==> config.mk <==
export PLATFORM = sky130hd
export DESIGN_NAME = pls_group
export DESIGN_NICKNAME = d
export VERILOG_FILES = /design/src/hw/rtl/pls_pkg.sv /design/src/hw/rtl/pls_group.sv
export SDC_FILE = /design/constraint.sdc
export NUM_CORES = 1
export LEC_CHECK = 0
export BUFFER_PORTS_ARGS = -buffer_cell sky130_fd_sc_hd__buf_4
export CAP_MARGIN = 10
export CORE_AREA = 2 2 118 120
export CTS_BUF_LIST = sky130_fd_sc_hd__clkbuf_4 sky130_fd_sc_hd__clkbuf_8
export CTS_CLUSTER_SIZE = 12
export DETAILED_ROUTE_END_ITERATION = 12
export DIE_AREA = 0 0 120 122
export SLEW_MARGIN = 20
export SYNTH_ARGS = -nofsm -noshare
export SYNTH_HDL_FRONTEND = slang
export SYNTH_SLANG_ARGS = --single-unit
==> constraint.sdc <==
create_clock -name clk -period 0.8 [get_ports clk]
set_input_delay 0.12 -clock clk [delete_from_list [all_inputs] [get_ports clk]]
set_output_delay 0.12 -clock clk [all_outputs]
set_load 0.005 [all_outputs]
==> src/hw/rtl/pls_pkg.sv <==
// shared types and constants for the positional list store
// no dependencies; used by every module under hw/rtl
package pls_pkg;

  localparam int DEPTH  = 128;
  localparam int CNT_W  = 8;
  localparam int DATA_W = 32;
  localparam int GRP    = 8;
  localparam int GIDX_W = 3;
  localparam int NGRP   = (DEPTH + GRP - 1) / GRP;
  localparam int NG_W   = (NGRP > 1) ? $clog2(NGRP) : 1;
  localparam int NPAD   = NGRP * GRP;

  typedef enum logic [2:0] {
    CMD_CLEAR  = 3'd0,
    CMD_INSERT = 3'd1,
    CMD_DELETE = 3'd2,
    CMD_SEARCH = 3'd3,
    CMD_READ   = 3'd4
  } cmd_t;

  typedef enum logic [2:0] {
    STAT_OK       = 3'd0,
    STAT_FULL     = 3'd1,
    STAT_EMPTY    = 3'd2,
    STAT_BADPOS   = 3'd3,
    STAT_NOTFOUND = 3'd4
  } stat_t;

  // broadcast to every cell in the accept cycle
  typedef struct packed {
    logic              ins;
    logic              del;
    logic              tap;
    logic              srch;
    logic [CNT_W-1:0]  pos0;
    logic [CNT_W-1:0]  cnt;
    logic [DATA_W-1:0] key;
  } cell_ctl_t;

  // per-group reduction result
  typedef struct packed {
    logic              any;
    logic [GIDX_W-1:0] first;
    logic [DATA_W-1:0] data;
  } grp_res_t;

endpackage

==> src/hw/rtl/pls_group.sv <==
// registered reduction over one group of cells: first hit and tapped value
// depends on pls_pkg
module pls_group (
  input  logic                       clk,
  input  logic [pls_pkg::DATA_W-1:0] tap_i [pls_pkg::GRP],
  input  logic                       hit_i [pls_pkg::GRP],
  output pls_pkg::grp_res_t          res_o
);

  pls_pkg::grp_res_t res_r, res_nxt;

  always_comb begin
    res_nxt = '0;
    for (int i = pls_pkg::GRP - 1; i >= 0; i--) begin
      res_nxt.data = res_nxt.data | tap_i[i];
      if (hit_i[i]) begin
        res_nxt.any   = 1'b1;
        res_nxt.first = pls_pkg::GIDX_W'(i);
      end
    end
  end

  always_ff @(posedge clk) begin
    res_r <= res_nxt;
  end

  assign res_o = res_r;

endmodule

# After elaboration in Yosys (flattened, before gate mapping)
# Cells that the tools add are included.
dict set report totals {
  regBits 36
  latch_bits 0
  mem_bits_rw 0
  romBits 0
  inputBits 265
  word_cells 22
  memories 0
}
dict set report op_classes {
  add_sub_neg 0
  n_mul 0
  div_mod_pow 0
  order_cmp 0
  n_eq_ne 0
  shift 0
  mux 7
  n_bitwise 7
  reduce_logical 3
}
# cell n
set ops {}
lappend ops {{OR 32 bit} 7}
lappend ops {{2-to-1 mux 3 bit} 3}
lappend ops {{OR reduction 7 bit} 1}
lappend ops {{2-to-1 mux 2 bit} 2}
lappend ops {{2-to-1 mux 4 bit} 1}
lappend ops {{OR reduction 4 bit} 1}
lappend ops {{OR reduction 2 bit} 1}
lappend ops {{2-to-1 mux 1 bit} 1}

# Logic depth before layout (Yosys ltp)
# Gate-level depths: netlist of run 1.
dict set report depth {
  depth_word 7
  mapped_depth 3
}

# Least setup slack after synthesis of run 1
# OpenSTA, ideal clock, no wires.
dict set report synth_path {
  path_type {input port to flip-flop}
  from {input hit_i[1] (netlist name)}
  to {register res_r (netlist bit res_o[35])}
  setup_ns 0.130
  arrival_ns 0.493
  required_time_ns 0.670
  slack_ns 0.177
  cell_stages 2
  path_cell_list {nor4_1 > nand2_1}
}
dict set report synth_between {
  elab_chain_cells 1
}
# element line
set synth_lines {}
lappend synth_lines {{from (decl)} pls_group.sv:6} ;# input logic hit_i [pls_pkg::GRP],
lappend synth_lines {{OR reduction 7 bit (no line)} --}
lappend synth_lines {{to (signal assigned)} pls_group.sv:24} ;# res_r <= res_nxt;
lappend synth_lines {{to (decl)} pls_group.sv:10} ;# pls_pkg::grp_res_t res_r, res_nxt;
# Every way passes these cells.
# A chain may end at the register's enable or synchronous reset.

# Worst setup path after layout of run 1
dict set report layout_path {
  from {register res_r (netlist bit res_o[15])}
  to {output res_o[15] (netlist name)}
}
# element line
set layout_rtl {}
lappend layout_rtl {{to (decl)} pls_group.sv:7} ;# output pls_pkg::grp_res_t res_o
# No word-level cell between the ends.

==> impl_metrics.csv, run 1 <==
group,metric,value,unit
grt,grt_max_degree,11,
yosys,syn_area,1320,µm²
floorplan,coreArea,13500,µm²
pwr,seq_power_share,0.411,
pwr,switchingPower,0.000943,W
floorplan,start_util,0.0980,
placed_design,placed_cells,627,
yosys,yosysSeqAreaShare,0.544,
run_status,status,"complete, but fails checks",
worst_setup_path,crit_type,"reg2out",
cts,hold_buffers,3,
cts,post_cts_buffers,0,
placed_design,gp_congestion,0.892,
worst_setup_path,crit_path_end_kind,"output port",
worst_setup_path,path_buf_inv,1,
cts,cts_tree,"yes",
grt,antenna_found_initial,0,
sta,slew_headroom,0.682,
grt,grt_usage,0.102,
worst_setup_path,cp.arrival,0.75,ns
sta,setup_ws,-0.0703,ns
cts,numCtsBuffers,5,
layout,nNetsFinal,721,
yosys,synthesis.nets,411,
floorplan,pin_count,301,
yosys,synth_seq_cells,36,
layout,fin_area,4080,µm²
pwr,leakagePower,1.89,nW
layout,regArea,756,µm²
pwr,pwr_density_cell,1080,nW/µm²
yosys,synth_cell_types,12,
pwr,clkPwrFrac,0.326,
placed_design,port_buffers,300,
cts,clock_sinks,36,
worst_hold_path,hold_depth,3,
floorplan,die_area,14600,µm²
worst_setup_path,cp.required,0.68,ns
route,drt_iter0_drc,31,
layout,layout.cells.non_filler,637,
sta,period_minus_slack,0.870,ns
yosys,avgSynthCellArea,9.07,µm²
route,remaining_drc_errors,0,
pwr,comb_power_share,0.262,
layout,multi_input_area,607,µm²
pwr,power,0.00440,W
sta,setup_viol,36,
route,drt_pre_antenna_iters,4,
sta,setup-tns-final,-1.39,ns
sta,finalCritPeriodShare,1.09,
pwr,max-vdd-ir-drop,0.000469,V
grt,grt_pass1_vias,2439,
route,ant_nets,0,
pwr,intPower,0.00346,W
floorplan,die_x,120,µm
route,drt_wl_total,7990,µm
worst_hold_path,hold_path.class,"in2reg",
cts,clk_path_buf_depth,2,
floorplan,row_count,43,
pwr,swShare,0.214,
grt,grt_pass1_wl,11500,µm
layout,n_fill_cell,1439,
grt,gr-total-overflow,0,
yosys,synth_cells,146,
worst_hold_path,hold_start,"tap_i[232]",
placed_design,dp_hpwl,7060,µm
worst_hold_path,hold_end,"res_o[8]",
job,maxCapViolCount,0,
worst_setup_path,cp_max_fo,1,
worst_setup_path,start_kind,"register",
worst_setup_path,cpMaxStageDelayCell,"dfxtp_2",
sta,timing_hold_violations_final,0,
worst_setup_path,cp-startpoint,"res_o[15]",
route,wl_per_cell,12.5,µm
layout,drive_above_1_share,0.744,
worst_setup_path,slowest_delay,0.35,ns
yosys,ys.warnings.count,0,
cts,htreeDepth,2,
sta,worstMarginPinSlew,0.473,ns
cts,clkTransAtPathRegs,0.08,ns
cts,cts_root_buf,"clkbuf_8",
sta,report.final.slew_viol_count,0,
route,viasPerCell,3.78,
route,num_vias,2407,
layout,final_common_cell,"buf_4",
layout,final_cell_mix,"272 x buf_4, 64 x nor4_1, 33 x nand2_1",
layout,syn_to_final_growth,209,%
worst_setup_path,crit_family,"flip-flops",
worst_setup_path,crit_path_cell_trace,"buf_6",
run_status,violations,"negative setup slack",
layout,largest_reg_flops,36,
sta,timing.fmax,1150,MHz
placed_design,placed_area,3810,µm²
floorplan,die_h,122,µm
layout,antenna_cells,0,
sta,rsz0062_at_grt,"true",
-- cell families (layout without fill, tap and decap cells) --
family          count (synthesis)  count (layout)  synth area share
simple gates                  103             103             0.426
flops                          36              36             0.544
compound gates                  5               5            0.0236
buf+inv                         2             313           0.00567
-- how the worst max path moves through the flow --
| stage | end | cells past startpoint | slack [ns] |
|---|---|---|---|
| floorplan | res_o[35] | 2 | 0.18 |
| global placement | res_o[1] | 3 | -0.14 |
| detailed placement | res_o[1] | 3 | -0.12 |
| CTS | res_o[15] | 1 | -0.09 |
| global route | res_o[15] | 1 | -0.11 |
| finish | res_o[15] | 1 | -0.07 |
-- power groups by stage --
stage | combinational [W] | sequential [W] | clock (W)
4_1_cts | 0.00115 | 0.00181 | 0.00155
3_3_place_gp | 0.00111 | 0.00185 | 0
3_5_place_dp | 0.00114 | 0.00185 | 0
6_report | 0.00115 | 0.00181 | 0.00144
2_1_floorplan | 0.0000782 | 0.00185 | 0
5_1_grt | 0.00124 | 0.00181 | 0.00166
-- routing by layer --
metal  up-vias  part of all wire  wire (µm)  GRT usage
met1      1060              0.37       2960      0.114
li1       1196                 -          -          -
met3        14             0.085        680     0.0370
met2       137              0.52       4150      0.172
met5         -                 0          0          0
met4         0             0.026        204     0.0471
-- area by class of cell --
type	count	share of cell area
Clock buffer	8	0.0239
Inverter	2	0.00184
Multi-Input combinational cell	108	0.149
Sequential cell	36	0.185
Tap cell	180	0.0551
Timing Repair Buffer	303	0.585
-- synthesized netlist by cell type --
| cell | number | share of area |
|---|---|---|
| inv_1 | 2 | 0.0057 |
| a21oi_1 | 2 | 0.0076 |
| dfxtp_1 | 36 | 0.54 |
| nor2b_1 | 1 | 0.0047 |
| nor2_1 | 2 | 0.0057 |
| nand2_1 | 33 | 0.094 |
| o41ai_1 | 1 | 0.0066 |
| nor4_1 | 65 | 0.31 |
| o21ai_0 | 1 | 0.0038 |
| a211oi_1 | 1 | 0.0057 |
| nor3b_1 | 1 | 0.0057 |
| nor4_2 | 1 | 0.0095 |
-- per-stage QoR --
step | hold WS (ns) | util | setup WS (ns)
global route | -0.0203 | 0.302 | -0.110
CTS | -0.0267 | 0.298 | -0.0939
global placement | 0.304 | 0.282 | -0.137
floorplan | 0.193 | - | 0.177
finish | 0.000575 | 0.302 | -0.0703
detailed placement | 0.303 | 0.282 | -0.121
-- what timing repair did --
item | in CTS | in global routing
gates cloned | 0 | 0
gates resized for setup | 31 | 29
endpoints found under the hold margin | 29 | 22
pin swaps | 0 | 2
endpoints found under the setup margin | 36 | 38
Power figures use the tool's default switching activity.
==> run 2, diff against run 1 <==
clock period = 1 ns   (was 0.8 ns; I/O delays follow)
==> impl_metrics.csv, run 2 (same netlist as run 1, synthesis figures left out) <==
group,metric,value,unit
pwr,swShare,0.213,
pwr,comb_power_share,0.260,
grt,top_usage_layer,"met2",
floorplan,pin_count,301,
floorplan,die_area,14600,µm²
grt,gr-total-overflow,0,
sta,timing_hold_violations_final,0,
cts,clkTransAtPathRegs,0.07,ns
sta,worstMarginPinSlew,0.477,ns
layout,drive_above_1_share,0.679,
route,viasPerCell,3.84,
sta,period_minus_slack,0.923,ns
layout,antenna_cells,0,
grt,grt_usage,0.101,
route,ant_nets,0,
job,maxCapViolCount,0,
cts,clock_sinks,36,
route,wl_per_cell,12.7,µm
floorplan,coreArea,13500,µm²
grt,use_met3,0.0360,
worst_setup_path,slowest_delay,0.36,ns
sta,rsz0062_at_grt,"false",
grt,grt_pass1_wl,11300,µm
sta,timing.fmax,1080,MHz
layout,nNetsFinal,720,
worst_setup_path,cpMaxStageDelayCell,"dfxtp_1",
placed_design,placed_area,3810,µm²
sta,slew_headroom,0.679,
floorplan,die_h,122,µm
floorplan,start_util,0.0980,
pwr,clkPwrFrac,0.327,
worst_setup_path,cp_max_fo,1,
pwr,switchingPower,0.000747,W
layout,final_common_cell,"buf_4",
worst_setup_path,start_kind,"register",
grt,grt_pass1_vias,2472,
cts,numCtsBuffers,5,
route,drt_pre_antenna_iters,4,
placed_design,gp_congestion,0.896,
layout,final_cell_mix,"301 x buf_4, 65 x nor4_1, 36 x dfxtp_1",
cts,post_cts_buffers,0,
grt,antenna_found_initial,0,
worst_setup_path,path_buf_inv,1,
worst_hold_path,hold_start,"tap_i[94]",
sta,finalCritPeriodShare,0.923,
worst_setup_path,cp.required,0.85,ns
grt,use_met1,0.109,
layout,multi_input_area,596,µm²
route,remaining_drc_errors,0,
sta,setup_viol,0,
grt,grt_max_degree,11,
layout,largest_reg_flops,36,
worst_setup_path,cp.arrival,0.77,ns
grt,met2_usage,0.178,
run_status,status,"finished clean",
cts,cts_resized,0,
layout,n_fill_cell,1453,
layout,regArea,721,µm²
worst_hold_path,hold_depth,3,
cts,htreeDepth,2,
worst_setup_path,crit_family,"flip-flops",
placed_design,dp_hpwl,7280,µm
pwr,seq_power_share,0.413,
worst_hold_path,hold_path.class,"in2reg",
pwr,max-vdd-ir-drop,0.000430,V
cts,clk_path_buf_depth,2,
route,drt_iter0_drc,50,
floorplan,die_x,120,µm
worst_setup_path,crit_type,"reg2out",
pwr,leakagePower,1.84,nW
cts,cts_tree,"yes",
worst_setup_path,crit_path_end_kind,"output port",
worst_setup_path,crit_cells,1,
sta,report.final.slew_viol_count,0,
route,num_vias,2439,
route,drt_wl_total,8050,µm
worst_hold_path,hold_end,"res_o[30]",
placed_design,place_ws,-0.0281,ns
sta,setup_ws,0.0766,ns
layout,fin_area,3920,µm²
layout,syn_to_final_growth,196,%
floorplan,row_count,43,
cts,cts_root_buf,"clkbuf_8",
worst_setup_path,crit_path_cell_trace,"buf_4",
pwr,pwr_density_cell,895,nW/µm²
placed_design,port_buffers,300,
pwr,intPower,0.00276,W
[run 2: final cells by class]
cell class              instances  share of cell area
repair buffers                302               0.580
flip-flops and latches         36               0.184
multi-input cells             108               0.152
well taps                     180              0.0575
clock buffers                   7              0.0246
inverters                       2             0.00192
[run 2: timing repair]
action | in CTS | in global routing
setup endpoints to repair | 0 | 0
hold buffers | 1 | 0
endpoints found under the hold margin | 1 | 0
[run 2: worst max path at each step]
stage | end | start | slack (ns)
2_1_floorplan | res_o[35] | hit_i[1] | 0.35
3_3_place_gp | res_o[1] | tap_i[33] | -0.02
3_5_place_dp | res_o[1] | tap_i[33] | -0.03
4_1_cts | res_o[29] | res_o[29] | 0.04
5_1_grt | res_o[29] | res_o[29] | 0.01
6_report | res_o[15] | res_o[15] | 0.08
[run 2: power groups by stage]
stage               combinational, W  clock [W]  sequential (W)
detailed placement          0.000913          0         0.00148
floorplan                  0.0000626          0         0.00148
CTS                         0.000918    0.00126         0.00145
global route                0.000975    0.00133         0.00145
global placement            0.000891          0         0.00148
finish                      0.000912    0.00115         0.00145
[run 2: layer usage]
layer | share of wire | wire, µm
met5 | 0 | 0
met4 | 0.021 | 169
met3 | 0.084 | 675
met2 | 0.52 | 4200
met1 | 0.37 | 3000
[run 2: metrics by stage]
step	power, W	instances	util	hold WS (ns)	TNS [ns]
finish	0.00350	635	0.290	0.0314	0
global route	0.00375	635	0.290	0.00310	0
CTS	0.00362	635	0.290	0.000840	0
detailed placement	0.00239	627	0.282	0.335	-0.0281
global placement	0.00237	627	0.282	0.334	-0.0244
floorplan	0.00154	146	-	0.223	0
