--- src/hw/rtl/pls_pkg.sv ---
// shared types and constants for the positional list store
// no dependencies; used by every module under hw/rtl
package pls_pkg;

  localparam int DEPTH  = 128;
  localparam int CNT_W  = 8;
  localparam int DATA_W = 32;
  localparam int GRP    = 8;
  localparam int GIDX_W = 3;
  localparam int NGRP   = (DEPTH + GRP - 1) / GRP;
  localparam int NG_W   = (NGRP > 1) ? $clog2(NGRP) : 1;
  localparam int NPAD   = NGRP * GRP;

  typedef enum logic [2:0] {
    CMD_CLEAR  = 3'd0,
    CMD_INSERT = 3'd1,
    CMD_DELETE = 3'd2,
    CMD_SEARCH = 3'd3,
    CMD_READ   = 3'd4
  } cmd_t;

  typedef enum logic [2:0] {
    STAT_OK       = 3'd0,
    STAT_FULL     = 3'd1,
    STAT_EMPTY    = 3'd2,
    STAT_BADPOS   = 3'd3,
    STAT_NOTFOUND = 3'd4
  } stat_t;

  // broadcast to every cell in the accept cycle
  typedef struct packed {
    logic              ins;
    logic              del;
    logic              tap;
    logic              srch;
    logic [CNT_W-1:0]  pos0;
    logic [CNT_W-1:0]  cnt;
    logic [DATA_W-1:0] key;
  } cell_ctl_t;

  // per-group reduction result
  typedef struct packed {
    logic              any;
    logic [GIDX_W-1:0] first;
    logic [DATA_W-1:0] data;
  } grp_res_t;

endpackage

--- src/hw/rtl/pls_cell.sv ---
// one list entry cell: shifts with its neighbors, taps and compares
// depends on pls_pkg
module pls_cell (
  input  logic                      clk,
  input  logic [pls_pkg::CNT_W-1:0] idx,
  input  pls_pkg::cell_ctl_t        ctl,
  input  logic [pls_pkg::DATA_W-1:0] left_i,
  input  logic [pls_pkg::DATA_W-1:0] right_i,
  output logic [pls_pkg::DATA_W-1:0] entry_o,
  output logic [pls_pkg::DATA_W-1:0] tap_o,
  output logic                      hit_o
);

  logic [pls_pkg::DATA_W-1:0] entry_r, entry_nxt;
  logic [pls_pkg::DATA_W-1:0] tap_r, tap_nxt;
  logic                       hit_r, hit_nxt;

  always_comb begin
    entry_nxt = entry_r;
    if (ctl.ins && idx > ctl.pos0) begin
      entry_nxt = left_i;
    end else if (ctl.ins && idx == ctl.pos0) begin
      entry_nxt = ctl.key;
    end else if (ctl.del && idx >= ctl.pos0) begin
      entry_nxt = right_i;
    end
    tap_nxt = (ctl.tap && idx == ctl.pos0) ? entry_r : '0;
    hit_nxt = ctl.srch && (idx < ctl.cnt) && (entry_r == ctl.key);
  end

  always_ff @(posedge clk) begin
    entry_r <= entry_nxt;
    tap_r   <= tap_nxt;
    hit_r   <= hit_nxt;
  end

  assign entry_o = entry_r;
  assign tap_o   = tap_r;
  assign hit_o   = hit_r;

endmodule

--- config.mk ---
export PLATFORM = sky130hd
export DESIGN_NAME = pls_cell
export DESIGN_NICKNAME = d
export VERILOG_FILES = /design/src/hw/rtl/pls_pkg.sv /design/src/hw/rtl/pls_cell.sv
export SDC_FILE = /design/constraint.sdc
export NUM_CORES = 1
export LEC_CHECK = 0
export BUFFER_PORTS_ARGS = -buffer_cell sky130_fd_sc_hd__buf_2
export CORE_MARGIN = 2
export CORE_UTILIZATION = 40
export CTS_CLUSTER_DIAMETER = 60
export DETAILED_ROUTE_END_ITERATION = 6
export GPL_ROUTABILITY_DRIVEN = 1
export PLACE_DENSITY = 0.76
export SYNTH_ARGS = -nofsm -noshare
export SYNTH_HDL_FRONTEND = slang
export SYNTH_SLANG_ARGS = --single-unit
--- constraint.sdc ---
create_clock -name clk -period 2.9 [get_ports clk]
set_clock_uncertainty 0.05 [all_clocks]
set_input_delay 0.435 -clock clk [delete_from_list [all_inputs] [get_ports clk]]
set_output_delay 0.435 -clock clk [all_outputs]
set_load 0.005 [all_outputs]
# == Word-level counts from Yosys, hierarchy flattened ==
# Index checks and enable logic that the tools add are counted.
# totals
word_cells,18
ff_bits,65
# op_classes
muxes,3
n_reduce_logical,7
n_lt_le_gt_ge,3
n_eq_ne,2
# ops
operator,count
$mux 32,3
$eq 32x32->1,1
$eq 8x8->1,1
$ge 8x8->1,1
$gt 8x8->1,1
$lt 8x8->1,1
$logic_and 1x1->1,6
$reduce_bool 3->1,1

# == Depth between registers and ports, before layout ==
# Gate-level depths: netlist of run 1.
# depth
depth_word,5
ltp_mapped,8
depth_no_buf,7

# == Worst setup path after synthesis of run 1 ==
# OpenSTA, ideal clock, no wires.
# synth_timing
kind,input to register
startpoint,in ctl[43] (netlist bit)
endpoint,reg entry_r (netlist bit entry_o[0]) (enable)
setup_ns,0.421
arrival_time_ns,2.489
slack_ns,-0.060
required_time_ns,2.429
path_stages,6
path_cell_list,inv_1 ha_1 nand4_4 o211ai_1 a21oi_1 nor2_1
# synth_via
elab_chain_cells,3
# synth_lines
element,line_no,text
start: declaration,pls_cell.sv:6,"input pls_pkg::cell_ctl_t ctl,"
"$gt 8x8->1, or another cell as far along",pls_cell.sv:20,if (ctl.ins && idx > ctl.pos0) begin
"$logic_and 1x1->1, on equally long branches","pls_cell.sv:20, pls_cell.sv:22, pls_cell.sv:24",
$reduce_bool 3->1 (no line) (*),-,
end signal: assignment,pls_cell.sv:32,entry_r <= entry_nxt;
end: declaration,pls_cell.sv:14,"logic [pls_pkg::DATA_W-1:0] entry_r, entry_nxt;"
# Every way passes the cells marked *; elsewhere a longest branch is shown, timed or not.
# A chain may end at the register's enable or synchronous reset.

# == Final worst setup path of run 1 ==
# layout_timing
startpoint,in idx[7] (netlist bit)
endpoint,"reg entry_r (netlist bit entry_o[16]), data pin"
# layout_via
elab_chain_cells,4
# layout_lines
element,line_no,text
start: declaration,pls_cell.sv:5,"input logic [pls_pkg::CNT_W-1:0] idx,"
branches (longest 3 deep; another with $gt 8x8->1),-,
$mux 32 (*),pls_cell.sv:20,
"net entry_nxt, one bit",pls_cell.sv:14,
# Mark *: on every way through the listed nets, which the timed path passes.

==> run metrics, run 1 <==
status=finished clean; static leakage=about 0.0023 µW; Synth warnings=0; Multi-input gate area=between 0.0015 and 0.002 mm²; antenna violations before repair=1; Syn Nets=416; Sw Pwr=~640 µW; combinational power share=0.203; Final Hold Viols=0; max_slew headroom=0.631; vias per cell=4.92; Post-Synth XOR/XNOR Area=0.0822; final setup fails=0; number of max-cap violations=0; Cells on Worst Hold Path=2; Clock Pin Slew Worst Setup and Hold Paths=~0.07 ns; DRC violations left=0; Die X=a little under 100 µm; RePlAce Congestion=between 0.7 and 0.8; Initial DRT Pass Iterations=4; type of the worst setup path=in -> reg; port buffer count=between 150 and 200; VDD IR max=0.000232 V; mapped cell area=approximately 0.0034 mm²; Hold Path End=entry_o[10]; Die ar.=~0.0093 mm²; actual slew at the worst max-slew pin=roughly 0.55 ns; Finished Core Util=0.563; Crit path required time=around 3 ns; Synth Area in Adders=0.0551; initial DRC count=66; Final period util=0.792; dpl ws=between 0.2 and 0.25 ns; Final HPWL DP=between 7000 and 8000 µm; Reg2Reg Depth=5; Seq. cell area=0.00162 mm²; largest net degree at the start of global routing=33; Initial Utilization=0.413; CTS tree=built; switching share of total power=0.285; fillers=747; setup_tns=0 ns; CTS Hold Bufs=0; worst skew pair latency=roughly 0.33 ns; Compound-Gate Fraction of Synth Area=0.0327; Final Total Pwr=2250 µW; die height=96.3 µm; P per Cell Area=between 400 and 500 mW/mm²; Clock power frac=0.301; cts repair resizes=0; first-pass GRT wire length=13,700 µm; largest family of logic cells by synthesized area=multiplexers; Final WS setup=a little over 0.6 ns; Vias=2,871; grt ovf=0; area grow syn2layout=36.5%; Hold Path Origin=left_i[10]; r2r startpoint=entry_o[12]; Max Slew Vio Count=0; Total GRT Usage=0.198; most frequent cells in the layout=189 x buf_2, 60 x mux2_2, 33 x dfxtp_1; Avg Inst Size Synth=roughly 12 µm²; share of layout cells above drive strength 1=0.583; Simple-Gate Fraction of Synth Area=0.102; Netlist cell types=29; mux cell area share after synthesis=0.211; Core Area=0.00826 mm²; startpoint types=input pin; worst-path maximum fanout=19; Seq cells post-synth=65; commonest non-fill, non-tap cell in the layout=buf_2; Tmin final=about 2.3 ns; root buf cell=clkbuf_8; Sink Count=65; CTS Buf Count=9; DR WL/cell=between 15 and 20 µm; vias in the first global route=roughly 2,800; # Post-CTS Setup Buffers=0; clock buffer depth=2; unrepaired setup endpoints after global routing=false; H-tree lvl count=3; row cnt=33; placed cell area=~0.0045 mm²; DRT Wirelength=9460 µm; design area=between 0.004 and 0.005 mm²; CP arrival=about 2.3 ns; Sequential Power Share=0.496; f_max=between 400 and 500 MHz; Seq/Total Area, Yosys=0.476; internal reg-to-reg setup slack=around 1.1 ns; Nets=612; worst reg2reg endpoint=hit_o; Final ANT Viol Nets=0; Int Power=approximately 1600 µW; Syn Inst Count=about 280; CP Capture Type=register; io pins=190; Hold WC Path Type=in -> reg
==> per-stage QoR <==
stage | cells | hold WS, ns
CTS | 582 | 0.308
finish | 583 | 0.329
global route | 582 | 0.332
floorplan | 276 | 0.492
detailed placement | 566 | 0.489
global placement | 566 | 0.479
==> cell type report <==
class	count	share of cell area
Multi-Input combinational cell	181	0.356
Tap cell	105	0.0282
Timing Repair Buffer	197	0.216
Sequential cell	65	0.348
Antenna cell	1	0.000538
Clock buffer	9	0.0266
Inverter	18	0.0145
Clock inverter	7	0.00968
==> power by group through the flow <==
| stage | clock, µW | combinational (µW) | sequential, µW |
|---|---|---|---|
| global placement | 0 | 452 | 1130 |
| CTS | 701 | 464 | 1120 |
| finish | 677 | 456 | 1120 |
| global route | 736 | 506 | 1130 |
| detailed placement | 0 | 462 | 1140 |
| floorplan | 0 | 225 | 1140 |
==> metal layers <==
metal  share of wire  wire length (µm)  GRT usage  up-vias
met2            0.49              4640      0.348      124
met1            0.41              3890      0.233     1343
met3           0.090               851     0.0658       10
met5               0                 0          0        -
li1                -                 -          -     1394
met4          0.0087                82     0.0493        0
==> logic make-up after synthesis <==
kind of cell    count (synthesis)
compound gates                 15
buf+inv                        30
fa+ha+maj                      15
simple gates                   55
xor+xnor                       32
flops                          65
mux                            64
==> state kept, by name, indices dropped and copies added, names as in the netlist <==
register and count:
hit_o 1, tap_o 32, entry_o 32
==> Yosys cell counts (all sizes together) <==
master   instances  area, µm²
inv             18       67.6
ha              15        188
xor2            16        140
a21oi            8       40.0
nand2            5       21.3
clkbuf           6       22.5
o221ai           1       8.76
nor3             1       5.00
nor4             4       25.0
a2111oi          1       8.76
mux2            64        721
a41oi            1       27.5
o21ai            2       10.0
a311oi           1       8.76
and3b            1       8.76
o211ai           1       7.51
nor2             3       18.8
buf              6       48.8
and3            32        200
nand3            2       10.0
nand4            7       58.8
dfxtp           33        661
xnor2           16        140
edfxtp          32        961
==> critical path, stage by stage <==
cell and delay, ns:
buf_2 0.11, ha_1 0.32, nand4_1 0.19, nor2_4 0.20
and3b_1 0.22, a41oi_4 0.18, buf_4 0.30, mux2_2 0.38
==> worst max-delay path by stage <==
| stage | start | endpoint | slack, ns | cells past startpoint |
|---|---|---|---|---|
| floorplan | ctl[43] | entry_o[0] | 0.47 | 6 |
| global placement | idx[7] | entry_o[16] | 0.33 | 8 |
| detailed placement | idx[7] | entry_o[20] | 0.25 | 8 |
| CTS | idx[7] | entry_o[4] | 0.60 | 8 |
| global route | idx[7] | entry_o[20] | 0.49 | 8 |
| finish | idx[7] | entry_o[16] | 0.60 | 8 |
No activity file was read; power rests on OpenSTA's default activity.
==> run 2, diff against run 1 <==
--- a/config.mk
+++ b/config.mk
@@ -11,7 +11,7 @@
 export CTS_CLUSTER_DIAMETER = 60
 export DETAILED_ROUTE_END_ITERATION = 6
 export GPL_ROUTABILITY_DRIVEN = 1
-export PLACE_DENSITY = 0.76
+export PLACE_DENSITY = 0.73
 export SYNTH_ARGS = -nofsm -noshare
 export SYNTH_HDL_FRONTEND = slang
 export SYNTH_SLANG_ARGS = --single-unit
==> constraint.sdc (replaced) <==
create_clock -name clk -period 2.2 [get_ports clk]
set_clock_uncertainty 0.05 [all_clocks]
set_input_delay 0.33 -clock clk [delete_from_list [all_inputs] [get_ports clk]]
set_output_delay 0.33 -clock clk [all_outputs]
set_load 0.005 [all_outputs]
==> run metrics, run 2 (synthesized netlist as in run 1, its figures left out) <==
status=finished clean; number of max-cap violations=0; CTS tree=built; final setup fails=0; Final Hold Viols=0; commonest non-fill, non-tap cell in the layout=buf_2; antenna violations before repair=0; share of layout cells above drive strength 1=0.600; CTS Buf Count=9; DRC violations left=0; Clock Pin Slew Worst Setup and Hold Paths=around 0.070 ns; DR WL/cell=approximately 16 µm; Final ANT Viol Nets=0; VDD IR max=approximately 0.00038 V; P per Cell Area=around 670 mW/mm²; # Post-CTS Setup Buffers=0; M2 GR Usage=0.366; worst-path maximum fanout=17; H-tree lvl count=3; Hold WC Path Type=in -> reg; Top Usage Layer GRT=met2; port buffer count=about 190; die height=96.3 µm; worst skew pair latency=between 0.3 and 0.4 ns; Sink Count=65; root buf cell=clkbuf_8; startpoint types=input pin; Initial Utilization=0.413; Total GRT Usage=0.207; type of the worst setup path=in -> reg; Final HPWL DP=7780 µm; CP arrival=approximately 2.1 ns; CTS Hold Bufs=0; CP Capture Type=register; most frequent cells in the layout=189 x buf_2, 57 x mux2_2, 33 x dfxtp_1; RePlAce Congestion=0.724; actual slew at the worst max-slew pin=0.490 ns; largest net degree at the start of global routing=33; Final WS setup=approximately 0.12 ns; Initial DRT Pass Iterations=4; Crit path required time=about 2.2 ns; Die ar.=0.00927 mm²; dpl ws=-0.221 ns; f_max=around 480 MHz; row cnt=33; Nets=between 600 and 700; cts repair resizes=0; grt met3 use=0.0619; met1 Use GR=0.237; initial DRC count=67; vias per cell=just under 5; Diodes inserted=0; Max Slew Vio Count=0; area grow syn2layout=43.9%; unrepaired setup endpoints after global routing=false; vias in the first global route=2,969; clock buffer depth=2; Die X=between 90 and 100 µm; io pins=190; max_slew headroom=0.665; Vias=a little under 3,000; Core Area=around 0.0083 mm²; Finished Core Util=0.594; DRT Wirelength=between 9000 and 10,000 µm; static leakage=about 0.0024 µW; Tmin final=~2.1 ns; grt ovf=0; first-pass GRT wire length=between 10,000 and 15,000 µm; Final period util=0.945
==> run 2: changes by cell type in the layout (fill, tap and decap cells not counted), sizes merged <==
cell and change:
buf +8, bufinv +2, clkbuf +1, clkinv -2, diode -1, inv -1
==> run 2: metrics by stage <==
stage          total power [µW]  cell area, µm²  setup TNS (ns)  hold slack [ns]  std cells
2_1_floorplan              1810            3480          -0.668            0.433        276
3_3_place_gp               2140            4680           -5.16            0.476        574
3_5_place_dp               2170            4680           -6.60            0.487        574
4_1_cts                    3330            4900               0            0.208        590
5_1_grt                    3450            4900               0            0.211        590
6_report                   3280            4900               0            0.224        590
==> run 2: critical path, cell delays in order <==
cell and delay, ns:
buf_2 0.11, ha_1 0.31, nand4_1 0.16, nor2_4 0.17
and3b_1 0.22, a41oi_4 0.26, buf_12 0.20, mux2_2 0.35
==> run 2: worst paths after layout <==
| check | end | cells past startpoint | start | slack [ns] |
|---|---|---|---|---|
| max | entry_o[2] | 8 | idx[7] | 0.12 |
| min | entry_o[10] | 2 | left_i[10] | 0.22 |
| max reg2reg | hit_o | 5 | entry_o[29] | 0.49 |
| min reg2reg | tap_o[15] | 1 | entry_o[15] | 0.50 |
==> run 2: report_power, final <==
part	switching [µW]	internal, µW	total, µW
sequential	79.7	1390	1470
clock	488	671	1160
combinational	292	362	655
==> run 2: area by class of cell <==
cell class	count	area (µm²)
fillers	717	3350
well taps	105	131
clock inverters	6	88.8
clock buffers	10	138
flip-flops and latches	65	1620
repair buffers	205	1140
inverters	18	67.6
multi-input cells	181	1720
==> run 2: metal layers <==
layer / part of all wire / up-vias
li1: - / 1412
met1: 0.40 / 1338
met2: 0.50 / 134
met3: 0.084 / 15
met4: 0.017 / 0
met5: 0 / -
